File: src/hw/rtl/bsfco_pkg.sv
`default_nettype none

package bsfco_pkg;

  localparam int unsigned CW         = 16;
  localparam int unsigned LIMIT_W    = 11;
  localparam int unsigned FRAC_SHIFT = 4;
  localparam int unsigned THW        = 2 * (LIMIT_W + FRAC_SHIFT);
  localparam int unsigned SQW        = 2 * CW;
  localparam int unsigned SUMW       = SQW + 1;
  localparam int unsigned CMPW       = (SUMW > THW) ? SUMW : THW;
  localparam int unsigned CFG_IDX_W  = 1;
  localparam int unsigned CFG_DATA_W = LIMIT_W;
  localparam int unsigned NCORNER    = 4;

  typedef logic signed [CW-1:0] coord_t;
  typedef logic signed [CW:0]   key_t;
  typedef logic [CW-1:0]        mag_t;
  typedef logic [SQW-1:0]       sq_t;
  typedef logic [THW-1:0]       thr_t;
  typedef logic [CMPW-1:0]      cmp_t;
  typedef logic [1:0]           corner_t;

  typedef enum logic [CFG_IDX_W-1:0] {
    CFG_MIN_SIDE = 1'b0,
    CFG_MAX_SIDE = 1'b1
  } cfg_idx_e;

  typedef struct packed {
    coord_t p0_x;
    coord_t p0_y;
    coord_t p1_x;
    coord_t p1_y;
    coord_t p2_x;
    coord_t p2_y;
    coord_t p3_x;
    coord_t p3_y;
  } in_word_t;

  typedef struct packed {
    logic   keep;
    coord_t top_left_x;
    coord_t top_left_y;
    coord_t top_right_x;
    coord_t top_right_y;
    coord_t bottom_right_x;
    coord_t bottom_right_y;
    coord_t bottom_left_x;
    coord_t bottom_left_y;
    coord_t lowest_y;
  } out_word_t;

  typedef struct packed {
    corner_t tl;
    corner_t tr;
    corner_t br;
    corner_t bl;
    coord_t  lowest_y;
  } order_t;

  // x+y, exact
  function automatic key_t key_sum(coord_t x, coord_t y);
    return key_t'(x) + key_t'(y);
  endfunction

  // y-x, exact
  function automatic key_t key_dif(coord_t x, coord_t y);
    return key_t'(y) - key_t'(x);
  endfunction

endpackage

`default_nettype wire

File: src/hw/rtl/bsfco_side.sv
`default_nettype none

module bsfco_side (
  input  bsfco_pkg::coord_t a_x_i,
  input  bsfco_pkg::coord_t a_y_i,
  input  bsfco_pkg::coord_t b_x_i,
  input  bsfco_pkg::coord_t b_y_i,
  output bsfco_pkg::sq_t    dx_sq_o,
  output bsfco_pkg::sq_t    dy_sq_o
);
  import bsfco_pkg::*;

  key_t diff_x;
  key_t diff_y;
  key_t neg_x;
  key_t neg_y;
  mag_t mag_x;
  mag_t mag_y;

  always_comb begin
    diff_x = key_t'(b_x_i) - key_t'(a_x_i);
    diff_y = key_t'(b_y_i) - key_t'(a_y_i);
    neg_x  = -diff_x;
    neg_y  = -diff_y;
    // magnitude never exceeds 2^CW-1, so the sign bit drops out
    mag_x  = diff_x[CW] ? neg_x[CW-1:0] : diff_x[CW-1:0];
    mag_y  = diff_y[CW] ? neg_y[CW-1:0] : diff_y[CW-1:0];
  end

  assign dx_sq_o = sq_t'(mag_x) * sq_t'(mag_x);
  assign dy_sq_o = sq_t'(mag_y) * sq_t'(mag_y);

endmodule

`default_nettype wire

File: config.mk
export PLATFORM = sky130hd
export DESIGN_NAME = bsfco_side
export DESIGN_NICKNAME = d
export VERILOG_FILES = /design/src/hw/rtl/bsfco_pkg.sv /design/src/hw/rtl/bsfco_side.sv
export SDC_FILE = /design/constraint.sdc
export NUM_CORES = 1
export LEC_CHECK = 0
export BUFFER_PORTS_ARGS = -buffer_cell sky130_fd_sc_hd__buf_2
export CAP_MARGIN = 30
export CORE_MARGIN = 2
export CORE_UTILIZATION = 60
export DETAILED_ROUTE_END_ITERATION = 8
export GPL_TIMING_DRIVEN = 0
export PLACE_DENSITY = 0.8
export SLEW_MARGIN = 0
export SYNTH_ARGS = -nofsm -noshare
export SYNTH_HDL_FRONTEND = slang
export SYNTH_SLANG_ARGS = --single-unit
File: constraint.sdc
create_clock -name vclk -period 21.2
set_input_delay 2.12 -clock vclk [all_inputs]
set_output_delay 2.12 -clock vclk [all_outputs]
set_load 0.02 [all_outputs]
* After elaboration in Yosys (flattened, before gate mapping)
Index checks and enable logic that the tools add are counted.
Widths: inputs -> output; s select.
** Word-level totals
- Bits in registers :: 0
- Input bits :: 64
- Output and inout bits :: 64
- Logic and storage cells :: 8
** Cells by class
- $add $sub $neg :: 4
- Multipliers :: 2
- Muxes and demuxes :: 2
** Operators by type and width (number)
- $mul 16x16->32 :: 2
- $sub 16x16->17 :: 2
- $mux 16 :: 2
- $neg 16->16 :: 2

* Longest topological paths before layout
- Depth after elaboration :: 4
- Depth in mapped cells :: 38

* Worst setup path after synthesis
No wires, ideal clock.
- Path kind :: in2out
- From :: in b_x_i[0]
- To :: out dx_sq_o[31]
- Arrival time :: 10.917 ns
- Required time :: 19.080 ns
- Slack :: 8.163 ns
- Stages on the path :: 33
- Path buffers :: 2
- Cell sequence :: inv_1 > ha_1 > fa_1 > nand2b_1 > a21oi_1 > o21a_1 > o21ai_2 > or4_4 > or4_1 > o31a_1 > xnor2_1 > clkbuf_1 > buf_2 > or2_2 > fa_1 > fa_1 > inv_1 > fa_1 > fa_1 > fa_1 > inv_1 > fa_1 > inv_1 > ha_1 > nand2_1 > nor2_1 > nand4_1 > o221a_2 > o31ai_1 > a211oi_1 > o41ai_1 > or4b_1 > and4_1
** Between the ends
- Word-level cells in the longest chain between the ends :: 4
** RTL lines
- start: declaration :: line bsfco_side.sv:6 : input bsfco_pkg::coord_t b_x_i,
- $sub 16x16->17 * :: line bsfco_side.sv:21 : diff_x = key_t'(b_x_i) - key_t'(a_x_i);
- $neg 16->16 :: line bsfco_side.sv:23 : neg_x = -diff_x;
- $mux 16 * :: line bsfco_side.sv:26 : mag_x = diff_x[CW] ? neg_x[CW-1:0] : diff_x[CW-1:0];
- $mul 16x16->32 * :: line bsfco_side.sv:30 : assign dx_sq_o = sq_t'(mag_x) * sq_t'(mag_x);
- end: declaration :: line bsfco_side.sv:8 : output bsfco_pkg::sq_t dx_sq_o,
Mark *: on every way between the ends. The rest lies on a longest branch, timed or not.

* Final worst setup path
Ends and elaborated chain as after synthesis.

==> qor.yml <==
io_pins: 128
port-buffer-count: 126
nNetsFinal: 2718
postCtsSetupBuffers: 0
holdPathEnd: "dy_sq_o[0]"
gp_congestion: 0.950
drv_slew: 0
grt_max_degree: 11
hold_slack_ns: 5.05
coreArea_um2: 26900
wl_per_cell_um: 15.3
finalHoldViolCount: 0
row_count: 60
drive_gt1_frac: 0.0781
path_common_cell: "fa_1"
period_minus_slack_ns: 15.48
cp-start-kind: "primary input"
dr.pass1.iters: 5
synth_cells: 1970
die_h_um: 169
hp-start: "a_y_i[0]"
setup_viol: 0
postLayoutSetupSlackWorst_ns: 5.72
mostFrequentLayoutCells: "532 x inv_1, 327 x fa_1, 226 x ha_1"
arrival_ns: 13.36
fill_cells: 2267
timing.fmax_ghz: 0.0646
cap_violations: 0
start_util: 0.610
die_w_um: 169
cpPeakStageDelay_ns: 0.81
grt_pass1_wl_mm: 64.8
grt-ovfl-total: 0
dp_cells: 2439
routed_wl_mm: 37.3
synth.distinct_cells: 77
grtUsageTotal: 0.275
dieArea_um2: 28700
hpwlAfterDp_mm: 32.8
status: "finished, final reports clean"
end_kind: "output port"
synth_area_per_cell_um2: 8.32
mostFrequentLayoutCell: "inv_1"
clock_buffers: 0
synth_area_um2: 16400
slowest_stage: "o31ai_1"
worstPathRequired_ns: 19.08
fin_cells: 2440
seq_cell_count: 0
worst_pin_slew_ns: 1.08
yosys_warnings: 0
hold_path_class: "in -> out"
yosysSeqAreaShare: 0
grt_antenna_before_repair: 0
final.setup.tns_ns: 0
worstPathMaxFanout: 10
final_antenna_net_count: 0
relSlewSlack: 0.275
drtIter0Drc: 858
hold_buffers: 0
drcViolationCount: 0
areaGrowthSynthToFinish_pct: 6.57
whs_path_depth: 4
ctsResizeCount: 0
dp_slack_ns: 6.01
seqCellArea_um2: 0
worst-setup-path-type: "in -> out"
fin_crit_sh: 0.730
routed-via-count: 13473
grt_pass1_vias: 14227
rsz0062_at_grt: "false"
diodes: 0
via_per_inst: 5.52
-- layer usage --
metal / wire [µm] / track usage / vias up
met4: 857 / 0.0557 / 0
met1: 16000 / 0.374 / 6599
met2: 17900 / 0.481 / 468
met5: 0 / 0 / -
met3: 2580 / 0.0259 / 69
li1: - / - / 6337
-- cells by family (layout without fill, tap and decap cells) --
logic type	after synthesis	after routing	share of synthesized area
other	1	2	0.000229
buffers and inverters	574	702	0.133
multiplexers	1	1	0.000687
adder cells (fa/ha/maj)	553	553	0.572
XOR/XNOR	103	103	0.0559
AO/OA/AOI/OAI	272	272	0.113
AND/OR/NAND/NOR	466	466	0.126
-- through the flow --
stage	area, µm²	util
finish	17500	0.650
detailed placement	17500	0.650
floorplan	16400	-
CTS	17500	0.650
global placement	17500	0.649
global route	17500	0.650
-- worst max path at each step --
stage / startpoint / end / slack, ns / cells past startpoint
6_report: b_x_i[0] / dx_sq_o[31] / 5.72 / 35
5_1_grt: b_x_i[0] / dx_sq_o[31] / 5.25 / 35
4_1_cts: b_x_i[0] / dx_sq_o[31] / 5.98 / 35
3_5_place_dp: b_x_i[0] / dx_sq_o[31] / 6.01 / 35
3_3_place_gp: b_x_i[0] / dx_sq_o[31] / 6.25 / 35
2_1_floorplan: b_x_i[0] / dx_sq_o[31] / 8.16 / 33
-- worst max-delay path, delay by kind of cell --
kind	cells	cell delay, ns
AOI/OAI and AO/OA	9	3.38
xor gates and xnor gates	1	0.73
adders and majority gates	9	3.70
buffers and inverters	9	1.82
and+or+nand+nor	7	1.58
-- area by class of cell --
type / instances / area, µm² / area share
multi-input combinational: 1397 / 14200 / 0.814
timing repair buffer: 128 / 646 / 0.0370
tap: 341 / 427 / 0.0244
buffer: 32 / 138 / 0.00788
inverter: 542 / 2030 / 0.116
-- Yosys cell counts, types with 6 or more instances --
cell type,n,area (µm²)
inv_1,532,2000
fa_1,327,6550
ha_1,226,2830
nor2_1,188,706
nand2_1,141,529
xnor2_1,72,631
a21oi_1,58,290
o21ai_0,54,270
a21o_1,37,278
xor2_1,30,263
nor3_1,28,140
clkbuf_1,27,101
o21a_1,26,195
nand2b_1,21,131
nand3_1,19,95.1
or2_2,14,87.6
nor2b_1,11,68.8
and2_1,10,62.6
a211oi_1,9,67.6
a31oi_1,9,56.3
o21bai_1,9,67.6
o31ai_1,9,67.6
o211ai_1,8,60.1
or3_1,8,50.1
clkinv_1,7,26.3
o31a_1,6,52.6
Power is left out: the tool's default activity adds up to more than one toggle a clock period on the data nets, which glitch-free logic cannot reach.
